<file path="src/rtl/sds_pkg.sv">
// Shared types, codes and saturating arithmetic for the steepest-descent solver.
package sds_pkg;

  typedef enum logic [1:0] {
    MODE_MATRIX = 2'd0,
    MODE_RHS    = 2'd1,
    MODE_GUESS  = 2'd2,
    MODE_START  = 2'd3
  } mode_t;

  typedef enum logic [1:0] {
    STAT_CONVERGED = 2'd0,
    STAT_LIMIT     = 2'd1,
    STAT_FLOOR     = 2'd2
  } status_t;

  typedef enum logic [1:0] {
    REG_MAX_ITER = 2'd0,
    REG_TOL      = 2'd1,
    REG_FLOOR    = 2'd2,
    REG_SIZE     = 2'd3
  } reg_idx_t;

  typedef enum logic [4:0] {
    ST_IDLE, ST_MV_RD, ST_MV_MUL, ST_MV_ACC, ST_ROW_WR, ST_LOOP,
    ST_D_RD, ST_D_SQ, ST_D_CR, ST_D_ACC, ST_CHECK, ST_DIV, ST_ALPHA,
    ST_U_RD, ST_U_M1, ST_U_M2, ST_U_M3, ST_U_M4, ST_U_ACC, ST_TEST,
    ST_O_RD, ST_O_EMIT
  } state_t;

  typedef enum logic [3:0] {
    OP_NONE, OP_CLEAR, OP_MV_RD, OP_MUL_AV, OP_ACC, OP_ROW_WR,
    OP_SQ, OP_CROSS, OP_DOT_ACC, OP_DIV_START, OP_ALPHA,
    OP_UMUL_R, OP_UPD_X, OP_UPD_R, OP_SQ_NEW, OP_ACC_NEW
  } dp_op_t;

  typedef struct packed {
    dp_op_t op;
    logic   load;
    logic   src_r;   // vector operand is the residual, else the solution
  } dp_cmd_t;

  typedef struct packed {
    logic div_busy;
    logic stop_floor;
    logic below_tol;
  } dp_stat_t;

  function automatic logic signed [31:0] sat32(input logic signed [63:0] x);
    if (x > 64'sh7FFF_FFFF) return 32'sh7FFF_FFFF;
    if (x < -64'sh8000_0000) return -32'sh8000_0000;
    return x[31:0];
  endfunction

  function automatic logic [63:0] sat_addu64(input logic [63:0] a, input logic [63:0] b);
    logic [64:0] s;
    s = {1'b0, a} + {1'b0, b};
    return s[64] ? {64{1'b1}} : s[63:0];
  endfunction

  function automatic logic signed [63:0] sat_adds64(input logic signed [63:0] a,
                                                    input logic signed [63:0] b);
    logic signed [64:0] s;
    s = {a[63], a} + {b[63], b};
    if (s[64] != s[63]) return s[64] ? {1'b1, 63'b0} : {1'b0, {63{1'b1}}};
    return s[63:0];
  endfunction

endpackage

</file>
<file path="src/rtl/sds_ctrl.sv">
// Controller: sequences the solve phases and drives the datapath.
module sds_ctrl import sds_pkg::*; #(
  parameter int DIMENSION = 16
) (
  input  logic                         clk,
  input  logic                         rst_n,
  input  logic                         start,
  input  logic [1:0]                   in_mode,
  input  logic [15:0]                  iter_limit,
  input  logic [4:0]                   size_in_use,
  input  dp_stat_t                     stat,
  output dp_cmd_t                      cmd,
  output logic [$clog2(DIMENSION)-1:0] idx_i,
  output logic [$clog2(DIMENSION)-1:0] idx_j,
  output logic                         busy,
  output logic                         out_strobe,
  output logic                         out_last,
  output logic [1:0]                   out_status,
  output logic [15:0]                  iters
);
  localparam int IW = $clog2(DIMENSION);

  state_t        state_r, state_nxt;
  logic [IW-1:0] i_r, i_nxt, j_r, j_nxt;
  logic [15:0]   iters_r, iters_nxt;
  status_t       status_r, status_nxt;
  logic          src_r_r, src_r_nxt;
  logic [6:0]    n7;
  logic [IW-1:0] nm1;
  logic          accept, i_last;

  always_comb begin
    if (size_in_use == 5'd0) n7 = 7'd1;
    else if ({2'b0, size_in_use} > 7'(DIMENSION)) n7 = 7'(DIMENSION);
    else n7 = {2'b0, size_in_use};
  end
  assign nm1    = IW'(n7 - 7'd1);
  assign accept = start && state_r == ST_IDLE;
  assign i_last = i_r == nm1;

  always_ff @(posedge clk) begin
    if (!rst_n) begin
      state_r  <= ST_IDLE;
      i_r      <= '0;
      j_r      <= '0;
      iters_r  <= '0;
      status_r <= STAT_LIMIT;
      src_r_r  <= 1'b0;
    end else begin
      state_r  <= state_nxt;
      i_r      <= i_nxt;
      j_r      <= j_nxt;
      iters_r  <= iters_nxt;
      status_r <= status_nxt;
      src_r_r  <= src_r_nxt;
    end
  end

  always_comb begin
    state_nxt  = state_r;
    i_nxt      = i_r;
    j_nxt      = j_r;
    iters_nxt  = iters_r;
    status_nxt = status_r;
    src_r_nxt  = src_r_r;
    cmd.op     = OP_NONE;
    cmd.load   = 1'b0;
    cmd.src_r  = src_r_r;
    unique case (state_r)
      ST_IDLE: begin
        if (accept) begin
          if (in_mode == MODE_START) begin
            cmd.op    = OP_CLEAR;
            i_nxt     = '0;
            j_nxt     = '0;
            iters_nxt = '0;
            src_r_nxt = 1'b0;
            state_nxt = ST_MV_RD;
          end else begin
            cmd.load = 1'b1;
          end
        end
      end
      ST_MV_RD: begin
        cmd.op    = OP_MV_RD;
        state_nxt = ST_MV_MUL;
      end
      ST_MV_MUL: begin
        cmd.op    = OP_MUL_AV;
        state_nxt = ST_MV_ACC;
      end
      ST_MV_ACC: begin
        cmd.op = OP_ACC;
        if (j_r == nm1) begin
          j_nxt     = '0;
          state_nxt = ST_ROW_WR;
        end else begin
          j_nxt     = j_r + 1'b1;
          state_nxt = ST_MV_RD;
        end
      end
      ST_ROW_WR: begin
        cmd.op = OP_ROW_WR;
        if (i_last) begin
          i_nxt     = '0;
          state_nxt = src_r_r ? ST_D_RD : ST_LOOP;
        end else begin
          i_nxt     = i_r + 1'b1;
          state_nxt = ST_MV_RD;
        end
      end
      ST_LOOP: begin
        i_nxt = '0;
        j_nxt = '0;
        if (iters_r < iter_limit) begin
          src_r_nxt = 1'b1;
          state_nxt = ST_MV_RD;
        end else begin
          status_nxt = STAT_LIMIT;
          state_nxt  = ST_O_RD;
        end
      end
      ST_D_RD: state_nxt = ST_D_SQ;
      ST_D_SQ: begin
        cmd.op    = OP_SQ;
        state_nxt = ST_D_CR;
      end
      ST_D_CR: begin
        cmd.op    = OP_CROSS;
        state_nxt = ST_D_ACC;
      end
      ST_D_ACC: begin
        cmd.op = OP_DOT_ACC;
        if (i_last) begin
          i_nxt     = '0;
          state_nxt = ST_CHECK;
        end else begin
          i_nxt     = i_r + 1'b1;
          state_nxt = ST_D_RD;
        end
      end
      ST_CHECK: begin
        if (stat.stop_floor) begin
          status_nxt = STAT_FLOOR;
          state_nxt  = ST_O_RD;
        end else begin
          cmd.op    = OP_DIV_START;
          state_nxt = ST_DIV;
        end
      end
      ST_DIV: if (!stat.div_busy) state_nxt = ST_ALPHA;
      ST_ALPHA: begin
        cmd.op    = OP_ALPHA;
        state_nxt = ST_U_RD;
      end
      ST_U_RD: state_nxt = ST_U_M1;
      ST_U_M1: begin
        cmd.op    = OP_UMUL_R;
        state_nxt = ST_U_M2;
      end
      ST_U_M2: begin
        cmd.op    = OP_UPD_X;
        state_nxt = ST_U_M3;
      end
      ST_U_M3: begin
        cmd.op    = OP_UPD_R;
        state_nxt = ST_U_M4;
      end
      ST_U_M4: begin
        cmd.op    = OP_SQ_NEW;
        state_nxt = ST_U_ACC;
      end
      ST_U_ACC: begin
        cmd.op = OP_ACC_NEW;
        if (i_last) begin
          i_nxt     = '0;
          state_nxt = ST_TEST;
        end else begin
          i_nxt     = i_r + 1'b1;
          state_nxt = ST_U_RD;
        end
      end
      ST_TEST: begin
        iters_nxt = iters_r + 1'b1;
        if (stat.below_tol) begin
          status_nxt = STAT_CONVERGED;
          state_nxt  = ST_O_RD;
        end else begin
          state_nxt = ST_LOOP;
        end
      end
      ST_O_RD: state_nxt = ST_O_EMIT;
      ST_O_EMIT: begin
        if (i_last) begin
          i_nxt     = '0;
          state_nxt = ST_IDLE;
        end else begin
          i_nxt     = i_r + 1'b1;
          state_nxt = ST_O_RD;
        end
      end
      default: state_nxt = ST_IDLE;
    endcase
  end

  assign idx_i      = i_r;
  assign idx_j      = j_r;
  assign busy       = state_r != ST_IDLE;
  assign out_strobe = state_r == ST_O_EMIT;
  assign out_last   = out_strobe && i_last;
  assign out_status = status_r;
  assign iters      = iters_r;

  a_start_busy: assert property (@(posedge clk) disable iff (!rst_n)
    accept && in_mode == MODE_START |=> busy)
    else $error("start item did not begin a solve");

  a_last_idle: assert property (@(posedge clk) disable iff (!rst_n)
    out_last |=> !busy)
    else $error("block still busy after last element");

  a_iter_limit: assert property (@(posedge clk) disable iff (!rst_n)
    out_strobe |-> iters_r <= iter_limit)
    else $error("iteration count above limit");

  a_div_start: assert property (@(posedge clk) disable iff (!rst_n)
    cmd.op == OP_DIV_START |-> !stat.div_busy)
    else $error("divider restarted while busy");
endmodule

</file>
<file path="config.mk">
export PLATFORM = sky130hd
export DESIGN_NAME = sds_ctrl
export DESIGN_NICKNAME = d
export VERILOG_FILES = /design/src/rtl/sds_pkg.sv /design/src/rtl/sds_ctrl.sv
export SDC_FILE = /design/constraint.sdc
export NUM_CORES = 1
export LEC_CHECK = 0
export BUFFER_PORTS_ARGS = -buffer_cell sky130_fd_sc_hd__buf_2
export CAP_MARGIN = 20
export CORE_MARGIN = 5
export CORE_UTILIZATION = 43
export CTS_BUF_LIST = sky130_fd_sc_hd__clkbuf_4 sky130_fd_sc_hd__clkbuf_8 sky130_fd_sc_hd__clkbuf_16
export DETAILED_ROUTE_END_ITERATION = 12
export MAX_ROUTING_LAYER = met4
export PLACE_DENSITY = 0.66
export SYNTH_ARGS = -nofsm -noshare
export SYNTH_HDL_FRONTEND = slang
export SYNTH_SLANG_ARGS = --single-unit
</file>
<file path="constraint.sdc">
create_clock -name clk -period 2.63 [get_ports clk]
set_input_delay 0.1315 -clock clk [delete_from_list [all_inputs] [get_ports clk]]
set_output_delay 0.1315 -clock clk [all_outputs]
set_load 0.03 [all_outputs]
</file>
# After elaboration in Yosys (flattened, before gate mapping)
# Index checks and enable logic that the tools add are counted.
# op_classes
reduce_logical,17
addsub,4
magnitude_cmp,2
n_mux,38
eq_ne,31
# op_table
cell,count
5-bit one-hot mux with 22 select lines,1
4-bit one-hot mux with 15 select lines,1
5-bit by 4-bit == test with 1-bit output (second input constant),8
5-bit 2-to-1 mux,8
16-bit 2-to-1 mux,2
4-bit 2-to-1 mux,8
16-bit one-hot mux with 2 select lines,1
5-bit == test (second input constant),6
4-bit one-hot mux with 3 select lines,2
5-bit by 3-bit == test with 1-bit output (second input constant),4
16-bit by 1-bit adder with 16-bit output (second input constant),1
16-bit less-than comparator,1
2-bit inequality test (second input constant),6
3-bit AND reduction,4
5-bit by 2-bit == test with 1-bit output (second input constant),2
5-bit logical NOT,2
2-bit 2-to-1 mux,5
3-bit nonzero test,3
4-bit by 1-bit adder with 4-bit output (second input constant),2
4-bit == test,2
4-bit AND reduction,2
1-bit 2-to-1 mux,6
3-bit 2-to-1 mux,2
2-bit one-hot mux with 3 select lines,1
other kinds (10),12
# word_totals
inputBits,29
regBits,32

# Depth between registers and ports, before layout
# Gate-level depths: netlist of the first run.
# logic_depth
ltp_word,7
ltp_mapped,9
depth_no_buf,8

# Worst setup path after synthesis of the first run
# No wires, ideal clock.
# synth_timing
path_kind,input -> output
from,input size_in_use[4]
to,output out_last
cell_stages,7
t_arrival_ps,2338
path_slack_ps,160
n_path_buf,1
required_ps,2499
path_cell_list,nor4_1 nor2_1 ha_1 xnor3_1 or2_1 clkbuf_1 nor3_1
# synth_between
elab_chain_len,6
# synth_lines
item,line,rtl
"start, declared",sds_ctrl.sv:10,"input logic [4:0] size_in_use,"
5-bit greater-than comparator,sds_ctrl.sv:34,"else if ({2'b0, size_in_use} > 7'(DIMENSION)) n7 = 7'(DIMENSION);"
4-bit 2-to-1 mux,sds_ctrl.sv:34,
4-bit 2-to-1 mux (*),sds_ctrl.sv:33,if (size_in_use == 5'd0) n7 = 7'd1;
4-bit by 1-bit subtractor with 4-bit output (*),sds_ctrl.sv:37,assign nm1 = IW'(n7 - 7'd1);
4-bit == test (*),sds_ctrl.sv:39,assign i_last = i_r == nm1;
1-bit logical AND (*),sds_ctrl.sv:210,assign out_last = out_strobe && i_last;
"end, declared",sds_ctrl.sv:17,"output logic out_last,"
# Mark *: on every way between the ends. The rest lies on a longest branch, timed or not.

# Worst setup path after layout of the first run
# Same ends and word-level chain as after synthesis.

==> metrics.md, run 1 <==
| Metric | Value |
|---|---|
| Number of violations of the max-capacitance limit | `0` |
| Setup_tns | `0 ns` |
| Total die area | `roughly 8000 µm²` |
| Yosys warns | `0` |
| Number of global-route vias before repair | `about 2600` |
| Worst hold start | `rst_n` |
| Post-route clock skew | `around 0.0051 ns` |
| Part of the cycle the worst path needs | `~90%` |
| Total design power | `about 1.2 mW` |
| Ratio of total power to cell area | `between 300 and 400 nW/µm²` |
| Register clock-pin slew on the reported worst setup and hold paths | `~0.07 ns` |
| Clock tree from TritonCTS | `yes` |
| Post-synthesis net count | `417` |
| Final number of hold-violating endpoints | `0` |
| Number of different library cells in the post-synthesis netlist | `between 60 and 70` |
| Post-DP HPWL | `about 6000 µm` |
| Layer with the highest usage after global routing | `met2` |
| Critical Path Start | `size_in_use[4]` |
| Final Net Count | `just under 500` |
| Data arrival time of the worst path | `around 2.2 ns` |
| Clock tree root driver cell | `clkbuf_8` |
| Startpoint kind of the worst setup timing path | `input pin` |
| Layout filler cell count | `626` |
| Residual overflow from global routing | `0` |
| Worst path most repeated cell | `buf_2` |
| Detailed-route via count | `about 2800` |
| Crit Path Max Fanout | `6` |
| Number of remaining DRC errors | `0` |
| Number of cell rows | `29` |
| Final setup violating endpoints | `0` |
| Initial cell density of the core | `43.64%` |
| Setup repair after global routing missed its margin | `no` |
| Vertical die dimension | `around 90 µm` |
| I/O pin cnt | `64` |
| Max Slew Vio Count | `0` |
| Total track usage | `about a fifth` |
| Floorplan Core Area | `roughly 6200 µm²` |
| # Post-CTS Setup Buffers | `0` |
| Layout-stage area growth over the synthesis result | `19.34%` |
| Initial DRC Count | `around 180` |
| Stage delay of the slowest cell on the critical path | `approximately 0.35 ns` |
| Cell area after synthesis | `between 2000 and 3000 µm²` |
| Peak supply drop | `roughly 0.28 mV` |
| Share of final-layout standard cells stronger than drive strength 1 | `a little under a quarter` |
| Synth area leader | `dfxtp_1` |
| Type of the setup path with the least slack | `input pin to output port` |
| Most used flip-flop cell after synthesis | `dfxtp_1` |
| Horizontal die dimension | `89.59 µm` |
| Synth top area cells | `dfxtp_1 (24%), ha_1 (8.7%), nor2_1 (6.1%)` |
| Placer Congestion | `0.9745` |
| Met2 layer usage reported by global route | `between 30% and 40%` |
| First-pass detailed-route iteration total | `4` |
| Worst reg2reg startpoint | `state_r[2]` |
| Post-synth EDFFs | `0` |
| Hold Path Class | `input pin to flop` |
| Initial antenna violation count | `0` |
| Skew-Pair Late Insertion Delay | `0.28 ns` |
| Shortest period the worst path allows | `between 2 and 2.5 ns` |
| Normalized max-slew margin | `between 60% and 70%` |
| Endpoint kind of the worst setup timing path | `output port` |
| First-pass GRT wire length | `between 10000 and 15000 µm` |
| Actual transition at the worst max-transition pin | `~0.57 ns` |
| Routed wire length | `~7600 µm` |
| Number of nets with antenna violations after detailed routing | `0` |
| Max clock buf depth | `2` |
| Most repeated cell in the gate-level netlist after synthesis | `nor2_1` |
| Async set or reset register ratio after synthesis | `0%` |
| Post-DR vias/cell | `~5.5` |
| Ordered list of cells on the worst path | `buf_2, nor4_2, nor2_1, ha_1, xnor3_1, or2_1, nor3_1, buf_2` |
| Total leakage power | `~1.5 nW` |
| Max H-tree Level | `2` |
| CTS Sinks | `32` |
| Post-Syn Instances | `roughly 370` |
| Port Buf Inserts | `63` |
| Run status | `finished clean` |
| M3 GR Usage | `roughly 3.9%` |
| Part of the Yosys area used for sequential elements | `between 20% and 30%` |
| Post-Syn Area per Cell | `7.382 µm²` |
| Post-synthesis sequential element count | `32` |
| Number of CTS-inserted buffers | `5` |
| Antenna cell count | `0` |
| Highest clock frequency the design can meet | `about 430 MHz` |
| Area share of the largest cell type after synthesis | `23.52%` |
| Global routing usage on met1 | `around 25%` |
| Maximum number of pins on one net before global-route repair | `28` |
| Top cell types by occurrence after synthesis | `nor2_1 (44), nand2_1 (33), dfxtp_1 (32), a21oi_1 (28), inv_1 (24)` |
| Slowest stage cell on the critical path | `xnor3_1` |
| Wire length per cell after detailed routing | `between 10 and 15 µm` |
| Required time at the worst-slack endpoint | `around 2.5 ns` |
## final cells by class
type / instances / area, µm² / area share [%]
inverter: 25 / 93.84 / 2.887
clock buffer: 6 / 76.32 / 2.348
clock inverter: 1 / 5.005 / 0.1540
sequential: 32 / 640.6 / 19.71
multi-input combinational: 293 / 1918 / 59.01
timing repair buffer: 77 / 420.4 / 12.93
tap: 77 / 96.34 / 2.964
## worst paths after layout
kind	endpoint	slack, ns	cells after the start
max	out_last	0.30	8
max reg2reg	iters[14]	0.48	5
min reg2reg	out_status[0]	0.50	2
min	out_status[0]	0.20	2
## routing by layer
layer	vias to the layer above	routed length, µm	part of all wire, %
li1	1455	-	-
met1	1294	3422	45
met2	72	3661	48
met3	9	373	4.9
met4	0	93	1.2
met5	-	0	0
## logic make-up after synthesis
group           count (synthesis)  synth area share [%]
compound gates                 97                 24.76
simple gates                  155                 28.53
flops                          32                 23.52
xor+xnor                       20                 7.441
mux                             2                0.7350
fa+ha+maj                      19                 8.728
buf+inv                        44                 6.293
## layout by cell type, fill, tap and decap left out, types with 5 or more instances in the layout
cell      instances
clkbuf_8          5
nand2b_1          7
nor2_1           44
o21ai_0          15
a21o_1            5
xnor2_1           8
inv_1            24
buf_4            14
and3_1            9
dfxtp_1          32
xor2_1           10
nand4_1           5
nor2b_1           9
buf_2            63
a31oi_1           6
a21oi_1          28
o211ai_1          5
nand3_1          11
nor3_1           10
or3_1             6
nand2_1          33
ha_1             19
## worst max-delay path, delay by kind of cell
family | cells | cell delay, ns
simple gates | 4 | 1.08
xor+xnor | 1 | 0.35
buf+inv | 2 | 0.38
fa+ha+maj | 1 | 0.27
## registers in the layout, summed over array words and instances, names as in the netlist
name        count
state_r         5
out_status      2
src_r_r         1
idx_i           4
idx_j           4
iters          16
## what timing repair did
item                       in CTS  in global routing
setup endpoints to repair       0                  1
hold buffers                    0                  0
gates resized for setup         0                  1
## per-stage QoR
step / worst slack [ns] / std cells / hold slack (ns) / area, µm² / utilization [%]
4_1_cts: 0.1830 / 511 / 0.1901 / 3244 / 51.98
5_1_grt: 0.1078 / 511 / 0.2106 / 3251 / 52.09
3_3_place_gp: 0.1524 / 504 / 0.4800 / 3163 / 50.68
3_5_place_dp: 0.06238 / 504 / 0.4896 / 3163 / 50.68
2_1_floorplan: 0.1605 / 369 / 0.3112 / 2724 / -
6_report: 0.2963 / 511 / 0.1993 / 3251 / 52.09
## power breakdown
part	internal [mW]	switching (mW)	total [mW]	leakage [nW]
sequential	0.491	0.00747	0.498	0.258
clock	0.190	0.174	0.364	0.0445
combinational	0.108	0.189	0.297	1.24
Power figures use the tool's default switching activity.
==> run 2: changes to the inputs <==
--- a/config.mk
+++ b/config.mk
@@ -7,10 +7,12 @@
 export LEC_CHECK = 0
 export BUFFER_PORTS_ARGS = -buffer_cell sky130_fd_sc_hd__buf_2
 export CAP_MARGIN = 20
+export CORE_ASPECT_RATIO = 1.5
 export CORE_MARGIN = 5
 export CORE_UTILIZATION = 43
 export CTS_BUF_LIST = sky130_fd_sc_hd__clkbuf_4 sky130_fd_sc_hd__clkbuf_8 sky130_fd_sc_hd__clkbuf_16
 export DETAILED_ROUTE_END_ITERATION = 12
+export GPL_TIMING_DRIVEN = 0
 export MAX_ROUTING_LAYER = met4
 export PLACE_DENSITY = 0.66
 export SYNTH_ARGS = -nofsm -noshare
==> metrics.md, run 2 (same netlist as run 1, synthesis figures left out) <==
| Metric | Value |
|---|---|
| Post-DR vias/cell | `between 5 and 6` |
| Antenna cell count | `0` |
| Instance area at placement | `between 3000 and 4000 µm²` |
| # Post-CTS Setup Buffers | `0` |
| Normalized max-slew margin | `~53%` |
| Floorplan Core Area | `slightly above 6000 µm²` |
| Data arrival time of the worst path | `2.28 ns` |
| Setup_tns | `0 ns` |
| Initial cell density of the core | `~44%` |
| Part of the cycle the worst path needs | `roughly 90%` |
| Final setup violating endpoints | `0` |
| First-pass detailed-route iteration total | `5` |
| Setup repair after global routing missed its margin | `no` |
| Layout filler cell count | `approximately 650` |
| Total die area | `between 8000 and 9000 µm²` |
| Count of cells resized by post-cts repair | `1` |
| Post-route clock skew | `~0.0056 ns` |
| Critical Path Start | `state_r[2]` |
| Hold Path Class | `input pin to flop` |
| First-pass GRT wire length | `approximately 13000 µm` |
| Most common library cell in the layout ignoring fill and taps | `buf_2` |
| Register clock-pin slew on the reported worst setup and hold paths | `0.07 ns` |
| I/O pin cnt | `64` |
| Shortest period the worst path allows | `between 2 and 2.5 ns` |
| Post-layout instance count excluding filler cells | `between 500 and 600` |
| Layout-stage area growth over the synthesis result | `18.97%` |
| Max H-tree Level | `2` |
| Wire length per cell after detailed routing | `between 15 and 20 µm` |
| Initial DRC Count | `135` |
| Skew-Pair Late Insertion Delay | `~0.28 ns` |
| Total track usage | `a little over a fifth` |
| Number of CTS-inserted buffers | `5` |
| Detailed-route via count | `between 2000 and 3000` |
| Horizontal die dimension | `approximately 75 µm` |
| Clock tree from TritonCTS | `yes` |
| Type of the setup path with the least slack | `flop to output port` |
| Routed wire length | `8332 µm` |
| Number of remaining DRC errors | `0` |
| Total of hold buffers inserted after clock tree synthesis | `0` |
| Final number of hold-violating endpoints | `0` |
| Final Net Count | `between 400 and 500` |
| Endpoint kind of the worst setup timing path | `output port` |
| Total leakage power | `~1.5 nW` |
| Highest clock frequency the design can meet | `around 410 MHz` |
| Initial antenna violation count | `0` |
| Highest-count cells in the layout ignoring fill and taps | `buf_2 (66), nor2_1 (44), nand2_1 (33)` |
| Share of final-layout standard cells stronger than drive strength 1 | `between 20% and 30%` |
| Port Buf Inserts | `63` |
| Max clock buf depth | `2` |
| Number of violations of the max-capacitance limit | `0` |
| Ratio of total power to cell area | `roughly 380 nW/µm²` |
| Number of nets with antenna violations after detailed routing | `0` |
| Peak supply drop | `just under 0.3 mV` |
| Register-to-Register Setup Slack | `around 0.24 ns` |
| Residual overflow from global routing | `0` |
| Post-DP HPWL | `around 6700 µm` |
| Actual transition at the worst max-transition pin | `about 0.70 ns` |
| CTS Sinks | `32` |
| Clock tree root driver cell | `clkbuf_8` |
| Vertical die dimension | `around 110 µm` |
| Worst hold start | `rst_n` |
| Worst reg2reg startpoint | `state_r[2]` |
| Number of cell rows | `35` |
| Number of global-route vias before repair | `approximately 2800` |
| Max Slew Vio Count | `0` |
| Number of flip-flops in the largest register | `16` |
| Startpoint kind of the worst setup timing path | `flop` |
| Crit Path Max Fanout | `10` |
| Placer Congestion | `between 0.9 and 1` |
| Final std cell area, no fill | `approximately 3200 µm²` |
| Run status | `finished clean` |
| Maximum number of pins on one net before global-route repair | `11` |
| Required time at the worst-slack endpoint | `roughly 2.5 ns` |
| Inst Count DP | `around 510` |
## run 2: cell types whose count changed in the layout (fill, tap and decap cells not counted)
cell	previous run	this run
clkinvlp_4	0	1
clkbuf_8	5	6
buf_2	63	66
clkbuf_2	0	3
buf_1	0	1
buf_4	14	1
clkinv_2	1	0
clkbuf_1	0	11
## run 2: path summary, 6_finish.rpt
kind | to | cells after the start
max | cmd[5] | 7
min reg2reg | out_status[0] | 2
min | iters[13] | 3
max reg2reg | idx_j[2] | 7
## run 2: worst max-delay path: stages, from the launching register on
cell,delay (ns)
dfxtp_1,0.43
buf_2,0.26
clkbuf_1,0.34
clkbuf_2,0.30
o21bai_1,0.14
a21oi_1,0.08
o32ai_1,0.22
buf_2,0.24
## run 2: metrics by stage
step	hold slack, ns	utilization [%]	total power [mW]	setup WS, ns
after floorplan	0.3112	-	0.7102	0.1605
after global placement	0.4928	50.72	0.8042	-0.1123
after detailed placement	0.4960	50.72	0.8054	-0.1298
after CTS	0.1920	52.32	1.219	0.1102
after global routing	0.2132	52.48	1.275	0.01390
final	0.1956	52.48	1.216	0.2186
## run 2: final cells by class
class	instances	area, µm²	share of cell area, %
tap	74	92.59	2.857
sequential	32	640.6	19.77
multi-input combinational	293	1918	59.19
clock buffer	7	90.09	2.780
timing repair buffer	63	315.3	9.730
inverter	25	93.84	2.896
buffer	19	82.58	2.548
clock inverter	1	7.507	0.2317
## run 2: report_power, final
group,switching (mW),internal [mW]
Sequential,0.00637,0.490
Combinational,0.199,0.105
Clock,0.193,0.223
## run 2: per-layer routing
metal  track usage, %  part of all wire (%)
met3            2.710                   8.1
met5                -                     0
met1            21.93                    36
met4            9.033                   3.8
met2            39.21                    52
==> run 3: changes to the inputs <==
==> constraint.sdc (replaced) <==
create_clock -name clk -period 2.63 [get_ports clk]
set_input_delay 0.3945 -clock clk [delete_from_list [all_inputs] [get_ports clk]]
set_output_delay 0.3945 -clock clk [all_outputs]
set_load 0.03 [all_outputs]
==> metrics.md, run 3 (same netlist as run 1, synthesis figures left out) <==
| Metric | Value |
|---|---|
| First-pass detailed-route iteration total | `4` |
| Post-DR vias/cell | `slightly below 6` |
| Post-layout instance count excluding filler cells | `around 510` |
| Total die area | `around 8100 µm²` |
| Residual overflow from global routing | `0` |
| Antenna cell count | `0` |
| Actual transition at the worst max-transition pin | `roughly 0.68 ns` |
| Peak supply drop | `~0.28 mV` |
| Initial antenna violation count | `0` |
| Data arrival time of the worst path | `between 2 and 2.5 ns` |
| Routed wire length | `~8300 µm` |
| Total leakage power | `roughly 1.6 nW` |
| Layout-stage area growth over the synthesis result | `21.08%` |
| First-pass GRT wire length | `around 13000 µm` |
| Ratio of total power to cell area | `just over 400 nW/µm²` |
| Total of hold buffers inserted after clock tree synthesis | `0` |
| Max H-tree Level | `2` |
| Endpoint kind of the worst setup timing path | `output port` |
| Number of nets with antenna violations after detailed routing | `0` |
| Port Buf Inserts | `63` |
| Highest-count cells in the layout ignoring fill and taps | `buf_2 (65), nor2_1 (43), nand2_1 (33)` |
| Total design power | `1.330 mW` |
| Layout filler cell count | `approximately 620` |
| I/O pin cnt | `64` |
| Number of remaining DRC errors | `0` |
| Register clock-pin slew on the reported worst setup and hold paths | `0.07 ns` |
| Instance area at placement | `3149 µm²` |
| Final std cell area, no fill | `3298 µm²` |
| Detailed-route via count | `approximately 3000` |
| Slowest stage cell on the critical path | `xnor3_1` |
| Highest clock frequency the design can meet | `392.4 MHz` |
| Shortest period the worst path allows | `about 2.5 ns` |
| Crit Path Max Fanout | `6` |
| Vertical die dimension | `roughly 110 µm` |
| Clock tree from TritonCTS | `yes` |
| Maximum number of pins on one net before global-route repair | `20` |
| Wire length per cell after detailed routing | `~16 µm` |
| Number of cell rows | `35` |
| Number of global-route vias before repair | `2861` |
| Number of violations of the max-capacitance limit | `0` |
| Number of flip-flops in the largest register | `16` |
| Register area | `between 600 and 700 µm²` |
| Initial cell density of the core | `about 44%` |
| Stage delay of the slowest cell on the critical path | `0.35 ns` |
| Final setup violating endpoints | `0` |
| Floorplan Core Area | `about 6200 µm²` |
| Normalized max-slew margin | `a little over half` |
| CTS Sinks | `32` |
| Total track usage | `approximately 22%` |
| Inst Count DP | `approximately 500` |
| Initial DRC Count | `between 150 and 200` |
| Area of the multi-input gates | `1946 µm²` |
| Max Slew Vio Count | `0` |
| Buf/Inv on CP | `2` |
| Required time at the worst-slack endpoint | `2.24 ns` |
| Final number of hold-violating endpoints | `0` |
| Number of CTS-inserted buffers | `5` |
| Share of final-layout standard cells stronger than drive strength 1 | `between 20% and 30%` |
| Hold Path Class | `input pin to flop` |
| Cell family with the largest share of critical-path delay | `simple AND/OR/NAND/NOR gates` |
| Part of the cycle the worst path needs | `between 90% and 100%` |
| Type of the setup path with the least slack | `input pin to output port` |
| Post-DP HPWL | `approximately 6600 µm` |
| Post-route clock skew | `0.004831 ns` |
| Placer Congestion | `~0.93` |
| Horizontal die dimension | `roughly 75 µm` |
| Clock tree root driver cell | `clkbuf_8` |
| Startpoint kind of the worst setup timing path | `input pin` |
| Run status | `finished clean` |
| Max clock buf depth | `2` |
| Final Net Count | `~490` |
| Ordered list of cells on the worst path | `buf_2, nor4_4, nor2_2, ha_2, xnor3_1, or2_4, nor3_4, buf_4` |
| Skew-Pair Late Insertion Delay | `roughly 0.29 ns` |
| Most common library cell in the layout ignoring fill and taps | `buf_2` |
-- run 3: path summary, 6_finish.rpt --
check / depth (start not counted) / from / slack [ns] / end
worst max-delay path: 8 / size_in_use[2] / 0.08 / out_last
worst min-delay path: 3 / rst_n / 0.46 / iters[14]
worst max register to register: 7 / iters[10] / 0.29 / state_r[2]
worst min register to register: 2 / out_status[0] / 0.52 / out_status[0]
-- run 3: per-stage QoR --
stage | setup WS (ns) | util, % | hold WS, ns | TNS, ns
floorplan | 0.05845 | - | 0.4808 | 0
global placement | -0.2525 | 51.00 | 0.4945 | -1.352
detailed placement | -0.2975 | 51.00 | 0.5010 | -1.605
CTS | 0.003483 | 53.17 | 0.4549 | 0
global route | -0.000004663 | 53.41 | 0.4625 | -0.000004663
finish | 0.08188 | 53.41 | 0.4640 | 0
-- run 3: tightest hold or removal path, delay by kind of cell --
kind	cells	cell delay, ns
AND/OR/NAND/NOR	1	0.13
AO/OA/AOI/OAI	1	0.05
buffers and inverters	1	0.12
-- run 3: timing repair --
item                                    4_1_cts  5_1_grt
gates resized for setup                       7        6
endpoints found under the setup margin        5        4
pin swaps                                     0        1
setup buffers                                 0        1
-- run 3: layer usage --
metal / track usage, % / part of all wire (%) / up-vias
li1: - / - / 1453
met1: 22.15 / 37 / 1391
met2: 40.52 / 55 / 98
met3: 2.991 / 5.0 / 21
met4: 8.270 / 3.3 / 0
met5: - / 0 / -
-- run 3: layout make-up --
type	count	area share (%)
inverters	25	2.845
clock inverters	1	0.9105
clock buffers	7	2.921
plain buffers	16	2.238
multi-input cells	293	58.99
flip-flops and latches	32	19.42
repair buffers	64	9.863
well taps	74	2.807
-- run 3: power breakdown --
group	total, mW	switching, mW	internal [mW]
clock	0.531	0.196	0.334
sequential	0.498	0.00769	0.490
combinational	0.301	0.194	0.107
